**src/rtl/core/b2da_pkg.sv**
```systemverilog
package b2da_pkg;

	// Width of the value that is converted; bits of the input above it are ignored.
	localparam int VALUE_BITS = 64;

	// Decimal digits needed for the largest magnitude (ceil of VALUE_BITS * log10(2)).
	localparam int NUM_DIGITS = (VALUE_BITS * 30103 + 99999) / 100000;

	localparam int BIT_CNT_W = $clog2(VALUE_BITS);
	localparam int DIG_CNT_W = $clog2(NUM_DIGITS + 1);

	// ASCII codes that appear on the character output.
	localparam logic [5:0] ASCII_ZERO  = 6'd48;
	localparam logic [5:0] ASCII_MINUS = 6'd45;

	// Values of a decimal digit that matter to the adjust step.
	localparam logic [3:0] DIGIT_ADJ_MIN = 4'd5;
	localparam logic [3:0] DIGIT_ADJ_ADD = 4'd3;
	localparam logic [3:0] DIGIT_MAX     = 4'd9;

	typedef enum logic [2:0] {
		ST_IDLE,
		ST_CONV,
		ST_SIGN,
		ST_SKIP,
		ST_EMIT
	} b2da_state_t;

	// Control that every digit cell of the chain sees in the same cycle.
	typedef struct packed {
		logic clear;
		logic dabble;
		logic shift_digit;
	} cell_ctrl_t;

endpackage

```
**src/rtl/core/b2da_cell.sv**
```systemverilog
module b2da_cell
	import b2da_pkg::*;
(
	input  logic       clk,
	input  cell_ctrl_t ctrl,
	input  logic       carry_in,
	input  logic [3:0] digit_in,
	output logic       carry_out,
	output logic [3:0] digit
);

	logic [3:0] digit_q;
	logic [3:0] adj;

	// Add three to a digit of five or more so that the next doubling carries correctly.
	assign adj       = (digit_q >= DIGIT_ADJ_MIN) ? (digit_q + DIGIT_ADJ_ADD) : digit_q;
	assign carry_out = adj[3];
	assign digit     = digit_q;

	// Digit register: cleared at the start, doubled with the carry from below, or
	// loaded from the lower neighbor while the text is read out.
	always_ff @(posedge clk) begin
		if (ctrl.clear) begin
			digit_q <= '0;
		end else if (ctrl.dabble) begin
			digit_q <= {adj[2:0], carry_in};
		end else if (ctrl.shift_digit) begin
			digit_q <= digit_in;
		end
	end

endmodule

```
**src/rtl/core/binary_to_decimal_ascii_core.sv**
```systemverilog
// Converts one 64-bit value, unsigned or two's complement signed as func selects, into
// its decimal ASCII text, one character per output request, most significant digit first,
// with no leading zeros; zero gives a single '0', a negative value first gives '-', and
// last_char marks the final character. An item first takes the shift-and-add-3 pass
// through a chain of 20 BCD digit cells (one input bit per cycle), then skips the
// leading zero digits, then gives out its characters, each taken while out_stall is
// low. Skipped zeros and printed digits always add up to 20. After the last character
// the block returns to idle, where the next request can be accepted. The block
// holds one item at a time: in_stall stays high from acceptance until the last character
// is taken.
module binary_to_decimal_ascii_core
	import b2da_pkg::*;
(
	input  logic        clk,
	input  logic        arst_n,
	input  logic        in_valid,
	output logic        in_stall,
	input  logic        func,
	input  logic [63:0] value,
	output logic        out_valid,
	input  logic        out_stall,
	output logic [5:0]  char_code,
	output logic        last_char
);

	b2da_state_t             state_q, state_nxt;
	logic [VALUE_BITS-1:0]   mag_q;
	logic                    neg_q;
	logic [BIT_CNT_W-1:0]    bit_cnt_q;
	logic [DIG_CNT_W-1:0]    dig_cnt_q;

	logic [VALUE_BITS-1:0]   value_w;
	logic                    is_neg;
	logic [VALUE_BITS-1:0]   mag;
	logic                    in_acc;
	logic                    out_acc;
	logic                    top_zero;
	logic                    last_digit;
	cell_ctrl_t              ctrl;
	logic [NUM_DIGITS:0]     carry;
	logic [3:0]              digits [NUM_DIGITS];

	// Magnitude of the incoming value; the most negative value negates to itself.
	assign value_w = value[VALUE_BITS-1:0];
	assign is_neg  = func & value_w[VALUE_BITS-1];
	assign mag     = is_neg ? (~value_w + VALUE_BITS'(1)) : value_w;

	assign in_acc     = in_valid & ~in_stall;
	assign out_acc    = out_valid & ~out_stall;
	assign top_zero   = (digits[NUM_DIGITS-1] == 4'd0);
	assign last_digit = (dig_cnt_q == DIG_CNT_W'(1));

	// Next state.
	always_comb begin
		state_nxt = state_q;
		case (state_q)
			ST_IDLE: begin
				if (in_acc) state_nxt = ST_CONV;
			end
			ST_CONV: begin
				if (bit_cnt_q == '0) state_nxt = neg_q ? ST_SIGN : ST_SKIP;
			end
			ST_SIGN: begin
				if (out_acc) state_nxt = ST_SKIP;
			end
			ST_SKIP: begin
				if (!top_zero || last_digit) state_nxt = ST_EMIT;
			end
			ST_EMIT: begin
				if (out_acc && last_digit) state_nxt = ST_IDLE;
			end
			default: state_nxt = ST_IDLE;
		endcase
	end

	// Outputs and cell control.
	always_comb begin
		in_stall         = 1'b1;
		out_valid        = 1'b0;
		char_code        = ASCII_ZERO + {2'b00, digits[NUM_DIGITS-1]};
		last_char        = 1'b0;
		ctrl.clear       = 1'b0;
		ctrl.dabble      = 1'b0;
		ctrl.shift_digit = 1'b0;
		case (state_q)
			ST_IDLE: begin
				in_stall   = 1'b0;
				ctrl.clear = in_valid;
			end
			ST_CONV: begin
				ctrl.dabble = 1'b1;
			end
			ST_SIGN: begin
				out_valid = 1'b1;
				char_code = ASCII_MINUS;
			end
			ST_SKIP: begin
				ctrl.shift_digit = top_zero & ~last_digit;
			end
			ST_EMIT: begin
				out_valid        = 1'b1;
				last_char        = last_digit;
				ctrl.shift_digit = ~out_stall;
			end
			default: begin
				in_stall = 1'b1;
			end
		endcase
	end

	// Control registers.
	always_ff @(posedge clk or negedge arst_n) begin
		if (!arst_n) begin
			state_q   <= ST_IDLE;
			bit_cnt_q <= '0;
			dig_cnt_q <= '0;
		end else begin
			state_q <= state_nxt;
			if (in_acc) begin
				bit_cnt_q <= BIT_CNT_W'(VALUE_BITS - 1);
				dig_cnt_q <= DIG_CNT_W'(NUM_DIGITS);
			end else begin
				if (state_q == ST_CONV) bit_cnt_q <= bit_cnt_q - BIT_CNT_W'(1);
				if (ctrl.shift_digit) dig_cnt_q <= dig_cnt_q - DIG_CNT_W'(1);
			end
		end
	end

	// Magnitude shift register, feeding its top bit into the digit chain.
	always_ff @(posedge clk) begin
		if (in_acc) begin
			mag_q <= mag;
			neg_q <= is_neg;
		end else if (state_q == ST_CONV) begin
			mag_q <= {mag_q[VALUE_BITS-2:0], 1'b0};
		end
	end

	assign carry[0] = mag_q[VALUE_BITS-1];

	// Chain of BCD digit cells; cell 0 holds the least significant digit.
	for (genvar i = 0; i < NUM_DIGITS; i++) begin : g_cell
		logic [3:0] digit_from_below;
		if (i == 0) begin : g_first
			assign digit_from_below = 4'd0;
		end else begin : g_rest
			assign digit_from_below = digits[i-1];
		end
		b2da_cell u_cell (
			.clk       (clk),
			.ctrl      (ctrl),
			.carry_in  (carry[i]),
			.digit_in  (digit_from_below),
			.carry_out (carry[i+1]),
			.digit     (digits[i])
		);
	end

	// The top cell must never overflow: the magnitude always fits the digit count.
	a_no_top_carry: assert property (@(posedge clk) disable iff (!arst_n)
		state_q == ST_CONV |-> !carry[NUM_DIGITS])
		else $error("digit chain overflow during conversion");

	// A character shown as a digit is a valid decimal digit.
	a_digit_range: assert property (@(posedge clk) disable iff (!arst_n)
		state_q == ST_EMIT |-> digits[NUM_DIGITS-1] <= DIGIT_MAX)
		else $error("emitted digit out of range");

	// Readout starts on a nonzero digit unless only one digit is left.
	a_no_leading_zero: assert property (@(posedge clk) disable iff (!arst_n)
		$rose(state_q == ST_EMIT) |-> (!top_zero || last_digit))
		else $error("leading zero emitted");

	// The minus sign appears only for a negative signed value.
	a_sign_only_neg: assert property (@(posedge clk) disable iff (!arst_n)
		state_q == ST_SIGN |-> neg_q)
		else $error("sign emitted for non-negative value");

	// An accepted request always starts a conversion pass.
	a_accept_conv: assert property (@(posedge clk) disable iff (!arst_n)
		in_acc |=> state_q == ST_CONV)
		else $error("accepted request did not start conversion");

endmodule
```
**config.mk**
```make
export PLATFORM = sky130hd
export DESIGN_NAME = binary_to_decimal_ascii_core
export DESIGN_NICKNAME = d
export VERILOG_FILES = /design/src/rtl/core/b2da_pkg.sv /design/src/rtl/core/b2da_cell.sv /design/src/rtl/core/binary_to_decimal_ascii_core.sv
export SDC_FILE = /design/constraint.sdc
export NUM_CORES = 1
export LEC_CHECK = 0
export BUFFER_PORTS_ARGS = -buffer_cell sky130_fd_sc_hd__buf_2
export CORE_ASPECT_RATIO = 1.2
export CORE_MARGIN = 8
export CORE_UTILIZATION = 56
export CTS_CLUSTER_SIZE = 30
export DETAILED_ROUTE_END_ITERATION = 10
export HOLD_SLACK_MARGIN = 0.05
export MAX_ROUTING_LAYER = met4
export PLACE_DENSITY = 0.78
export SLEW_MARGIN = 40
export SYNTH_ARGS = -nofsm -noshare
export SYNTH_HDL_FRONTEND = slang
export SYNTH_HIERARCHICAL = 1
export SYNTH_SLANG_ARGS = --single-unit
```
**constraint.sdc**
```tcl
create_clock -name clk -period 3.45 [get_ports clk]
set_input_delay 0.5175 -clock clk [delete_from_list [all_inputs] [get_ports clk]]
set_output_delay 0.5175 -clock clk [all_outputs]
set_load 0.1 [all_outputs]
```
==> flow_metrics.env, run 1 <==
export IMPL_status="complete, no violations"
export IMPL_clk_latency_ns=0.43
export IMPL_syn_instance_count=1245
export IMPL_worst_setup_path_type="register to output pin"
export IMPL_cts_buffer_depth=2
export IMPL_clock_root_buffer="clkbuf_16"
export IMPL_portBuffers=76
export IMPL_rsz0062_at_grt="false"
export IMPL_drt_wl_total_mm=24.3
export IMPL_firstDrtPassIters=5
export IMPL_worst_slew_pin_transition_ns=0.677
export IMPL_hold_depth=3
export IMPL_reg2reg_from="state_q[1]"
export IMPL_r2r_end="g_cell[19].u_cell/digit[0]"
export IMPL_min_path_type="primary input to register"
export IMPL_final_hold_viol_count=0
export IMPL_ir_drop_uv=405
export IMPL_fin_setup_tns_ns=0
export IMPL_fillers=1631
export IMPL_use_met2=0.354
export IMPL_worstPathMaxFanout=3
export IMPL_cellPowerDensity_nw_per_um2=893
export IMPL_postCtsSetupBuffers=0
export IMPL_holdPathEnd="state_q[2]"
export IMPL_start_util=0.569
export IMPL_n_antenna_cell=0
export IMPL_clock_sinks=159
export IMPL_grt_pass1_wl_mm=41.8
export IMPL_fin_crit_ns=2.74
export IMPL_pin_count=78
export IMPL_die_y_um=167
export IMPL_use_met1=0.262
export IMPL_grt_usage=0.214
export IMPL_nNetsFinal=1427
export IMPL_postRouteAntennaNets=0
export IMPL_syn_to_final_growth_pct=11.4
export IMPL_dp_hpwl_mm=16.5
export IMPL_arrival_ns=2.22
export IMPL_place_inst=1548
export IMPL_globalplace_congestion=0.920
export IMPL_yosysWarnings=6
export IMPL_fin_ws_ns=0.712
export IMPL_clkSlewWorstSetupHoldPaths_ns=0.07
export IMPL_grt_busiest_layer="met2"
export IMPL_htree_levels=4
export IMPL_wl_per_cell_um=15.3
export IMPL_worstPathRequired_ns=2.93
export IMPL_drv_slew=0
export IMPL_core_um2=18700
export IMPL_slew_headroom=0.545
export IMPL_synth_area_um2=10600
export IMPL_first_global_vias=9120
export IMPL_drv_cap=0
export IMPL_rows=55
export IMPL_antenna_found_initial=0
export IMPL_vias_per_cell=5.89
export IMPL_use_met3=0.0315
export IMPL_drt_iter0_drc=607
export IMPL_reg2reg_setup_slack_ns=0.92
export IMPL_ff2ff_path_depth=8
export IMPL_finClkSkew_ns=0.0120
export IMPL_timing_final_crit_share=0.794
export IMPL_setup_worst_path_start="dig_cnt_q[1]"
export IMPL_die_area_um2=23700
export IMPL_drive_gt1_frac=0.122
export IMPL_numCtsBuffers=17
export IMPL_cts_tree="yes"
export IMPL_clock_fmax_mhz=365
export IMPL_fin_cells=1582
export IMPL_die_w_um=142
export IMPL_grt_ovfl_total=0
export IMPL_grt_max_degree=80
export IMPL_avgSynthCellArea_um2=8.55
export IMPL_setup_violations=0
export IMPL_leakagePower_uw=0.00442
export IMPL_hold_start="out_stall"
export IMPL_crit_path_end_kind="output pin"
export IMPL_dpl_worst_slack_ns=0.625
export IMPL_vias=9312
export IMPL_startpoint_type="register"
export IMPL_drc_errors=0
-- critical path, cell delays in order (launching register included) --
cell,delay (ns)
dfrtp_1,0.41
inv_1,0.09
ha_1,0.16
or4b_2,0.61
nor2_1,0.11
buf_2,0.43
-- registers in the layout, summed over array words and instances, names as in the netlist --
name,count
neg_q,1
dig_cnt_q,5
state_q,3
mag_q,64
bit_cnt_q,6
g_cell.u_cell/digit,80
-- report_power, final --
part / total [uW] / leakage (uW) / internal (uW) / switching (uW)
clock network: 1780 / 0.000269 / 947 / 834
logic: 4970 / 0.00272 / 1940 / 3030
registers: 3840 / 0.00143 / 3090 / 750
-- area by class of cell --
class                   count  area (um2)  area share
clock buffers              17         425      0.0359
multi-input cells         989        6290       0.531
flip-flops and latches    159        3900       0.329
inverters                  53         208      0.0175
well taps                 256         320      0.0270
clock inverters            15         128      0.0108
repair buffers             93         573      0.0483
-- per-layer routing --
layer / wire length [um] / vias to the layer above
met5: 0 / -
met4: 527 / 0
met3: 909 / 48
met2: 12000 / 230
met1: 10900 / 4368
li1: - / 4666
-- timing repair --
| action | 4_1_cts | 5_1_grt |
|---|---|---|
| hold endpoints to repair | 14 | 0 |
| hold buffers | 1 | 0 |
| gates resized for setup | 0 | 0 |
-- worst max-delay path by stage --
stage / end / cells past startpoint
2_1_floorplan: mag_q[0] / 6
3_3_place_gp: mag_q[60] / 9
3_5_place_dp: mag_q[60] / 9
4_1_cts: last_char / 5
5_1_grt: last_char / 5
6_report: last_char / 5
-- layout by cell type (no fill, tap or decap), types with 12 or more instances in the layout --
cell type	instances
inv_1	50
or2b_1	20
o21a_1	21
clkbuf_16	17
o311ai_1	20
a31oi_1	32
xor2_1	17
nand4b_1	21
a21oi_2	20
xnor2_1	51
o21ai_0	120
nor4_1	12
nand2b_1	27
or4b_1	20
dfrtp_1	14
nor2_1	133
edfxtp_1	65
a221oi_1	20
nor3_1	15
mux2i_1	40
dfxtp_1	80
buf_2	76
nor3b_1	22
ha_1	45
nand2_1	164
a21oi_1	79
-- stage by stage --
| step | utilization | hold slack (ns) | instance area (um2) | total power, uW |
|---|---|---|---|---|
| final | 0.633 | 0.423 | 11900 | 10600 |
| after global routing | 0.633 | 0.454 | 11900 | 11500 |
| after CTS | 0.632 | 0.409 | 11800 | 10600 |
| after detailed placement | 0.602 | 0.436 | 11300 | 8780 |
| after global placement | 0.602 | 0.434 | 11300 | 8560 |
| after floorplan | - | 0.222 | 10700 | 7730 |
No activity file was read; power rests on OpenSTA's default activity.
==> run 2: changes to the inputs <==
--- a/config.mk
+++ b/config.mk
@@ -8,12 +8,12 @@
 export BUFFER_PORTS_ARGS = -buffer_cell sky130_fd_sc_hd__buf_2
 export CORE_ASPECT_RATIO = 1.2
 export CORE_MARGIN = 8
-export CORE_UTILIZATION = 56
+export CORE_UTILIZATION = 62
 export CTS_CLUSTER_SIZE = 30
 export DETAILED_ROUTE_END_ITERATION = 10
 export HOLD_SLACK_MARGIN = 0.05
 export MAX_ROUTING_LAYER = met4
-export PLACE_DENSITY = 0.78
+export PLACE_DENSITY = 0.82
 export SLEW_MARGIN = 40
 export SYNTH_ARGS = -nofsm -noshare
 export SYNTH_HDL_FRONTEND = slang
==> constraint.sdc (replaced) <==
create_clock -name clk -period 2.7 [get_ports clk]
set_input_delay 0.405 -clock clk [delete_from_list [all_inputs] [get_ports clk]]
set_output_delay 0.405 -clock clk [all_outputs]
set_load 0.1 [all_outputs]
==> flow_metrics.env, run 2 (synthesis results as in run 1) <==
export IMPL_critical_path_buf_inv_count=2
export IMPL_seqCellArea_um2=3900
export IMPL_hold_start="out_stall"
export IMPL_swShare=0.429
export IMPL_place_inst=1539
export IMPL_rsz0062_at_grt="false"
export IMPL_dp_hpwl_mm=16.8
export IMPL_multiInputGateArea_um2=6300
export IMPL_cpPeakStageDelay_ns=0.62
export IMPL_worst_setup_path_type="register to output pin"
export IMPL_numCtsBuffers=17
export IMPL_die_y_um=160
export IMPL_first_global_vias=9149
export IMPL_clk_latency_ns=0.43
export IMPL_clock_sinks=159
export IMPL_worst_slew_pin_transition_ns=0.556
export IMPL_final_hold_viol_count=0
export IMPL_fin_crit_ns=2.62
export IMPL_cts_tree="yes"
export IMPL_postCtsSetupBuffers=0
export IMPL_final_cell_mix="nand2_1 (164), nor2_1 (132), o21ai_0 (120)"
export IMPL_drv_slew=0
export IMPL_die_area_um2=21600
export IMPL_grt_pass1_wl_mm=41.5
export IMPL_die_w_um=136
export IMPL_clock_fmax_mhz=382
export IMPL_clkSlewWorstSetupHoldPaths_ns=0.06
export IMPL_setup_violations=0
export IMPL_status="complete, no violations"
export IMPL_firstDrtPassIters=7
export IMPL_drv_cap=0
export IMPL_largest_reg_flops=80
export IMPL_worstPathMaxFanout=3
export IMPL_finClkSkew_ns=0.00637
export IMPL_portBuffers=76
export IMPL_crit_path_end_kind="output pin"
export IMPL_vias=9469
export IMPL_grt_max_degree=102
export IMPL_wl_per_cell_um=15.3
export IMPL_syn_to_final_growth_pct=14.0
export IMPL_ff2ff_path_depth=8
export IMPL_globalplace_congestion=0.924
export IMPL_r2r_end="g_cell[6].u_cell/digit[0]"
export IMPL_grt_ovfl_total=0
export IMPL_rows=52
export IMPL_fillers=1325
export IMPL_leakagePower_uw=0.00462
export IMPL_drc_errors=0
export IMPL_crit_chain="inv_1 > ha_1 > or4b_2 > nor2_2 > buf_2"
export IMPL_reg2reg_setup_slack_ns=0.29
export IMPL_cp_slowest_cell="or4b_2"
export IMPL_pin_count=78
export IMPL_cp_top_family="simple AND/OR/NAND/NOR gates"
export IMPL_fin_cells=1572
export IMPL_layout_cells_most_common="nand2_1"
export IMPL_nNetsFinal=1457
export IMPL_antenna_found_initial=0
export IMPL_hold_depth=3
export IMPL_min_path_type="primary input to register"
export IMPL_cellPowerDensity_nw_per_um2=1150
export IMPL_p_total_uw=13900
export IMPL_p_sw_uw=5960
export IMPL_htree_levels=4
export IMPL_cts_buffer_depth=2
export IMPL_holdPathEnd="state_q[2]"
export IMPL_arrival_ns=2.21
export IMPL_core_um2=16900
export IMPL_startpoint_type="register"
export IMPL_slew_headroom=0.629
export IMPL_timing_final_crit_share=0.969
export IMPL_worstPathRequired_ns=2.30
export IMPL_start_util=0.632
export IMPL_combPwrFrac=0.482
export IMPL_p_int_uw=7940
export IMPL_ir_drop_uv=603
export IMPL_vias_per_cell=6.02
export IMPL_clock_root_buffer="clkbuf_16"
export IMPL_drive_gt1_frac=0.142
export IMPL_reg2reg_from="g_cell[19].u_cell/digit[2]"
export IMPL_n_antenna_cell=0
export IMPL_postRouteAntennaNets=0
export IMPL_power_frac_seq=0.349
export IMPL_drt_wl_total_mm=24.0
export IMPL_clkPwrFrac=0.169
export IMPL_drt_iter0_drc=603
export IMPL_grt_usage=0.231
## run 2: tightest hold or removal path, stage by stage
cell,delay (ns)
buf_2,0.11
nor2_1,0.06
o22ai_1,0.12
## run 2: how the worst max path moves through the flow
stage                 startpoint            to  slack (ns)  cells past startpoint
floorplan             state_q[1]  char_code[0]      -0.006                      3
global placement        value[0]     mag_q[42]        0.18                      9
detailed placement      value[0]     mag_q[42]        0.14                      9
CTS                 dig_cnt_q[1]     last_char        0.05                      5
global route        dig_cnt_q[1]     last_char       0.005                      5
finish              dig_cnt_q[1]     last_char        0.08                      5
## run 2: final cells by class
| type | count | share of cell area |
|---|---|---|
| clock buffer | 17 | 0.0351 |
| clock inverter | 15 | 0.0123 |
| inverter | 53 | 0.0174 |
| multi-input combinational | 989 | 0.519 |
| sequential | 159 | 0.322 |
| tap | 216 | 0.0223 |
| timing repair buffer | 123 | 0.0720 |
## run 2: metal layers
metal  track usage  share of wire
met1         0.280           0.45
met2         0.376           0.50
met3        0.0372          0.035
met4        0.0875          0.022
met5             -              0
## run 2: what timing repair did
| action | CTS | global route |
|---|---|---|
| hold buffers | 1 | 0 |
| endpoints found under the hold margin | 14 | 0 |
| resized for setup | 0 | 0 |
## run 2: power groups by stage
stage	Sequential, uW	Combinational, uW	Clock, uW
2_1_floorplan	4630	5220	0
3_3_place_gp	4840	6390	0
3_5_place_dp	4900	6610	0
4_1_cts	4860	6700	2390
5_1_grt	5030	7520	2480
6_report	4860	6700	2340
## run 2: stage by stage
| stage | setup slack (ns) | instance area [um2] | hold slack, ns | TNS (ns) | utilization |
|---|---|---|---|---|---|
| after floorplan | -0.00604 | 10700 | 0.109 | -0.0181 | - |
| after global placement | 0.184 | 11500 | 0.319 | 0 | 0.685 |
| after detailed placement | 0.135 | 11500 | 0.317 | 0 | 0.685 |
| after CTS | 0.0527 | 12100 | 0.306 | 0 | 0.720 |
| after global routing | 0.00499 | 12100 | 0.346 | 0 | 0.720 |
| final | 0.0846 | 12100 | 0.316 | 0 | 0.720 |
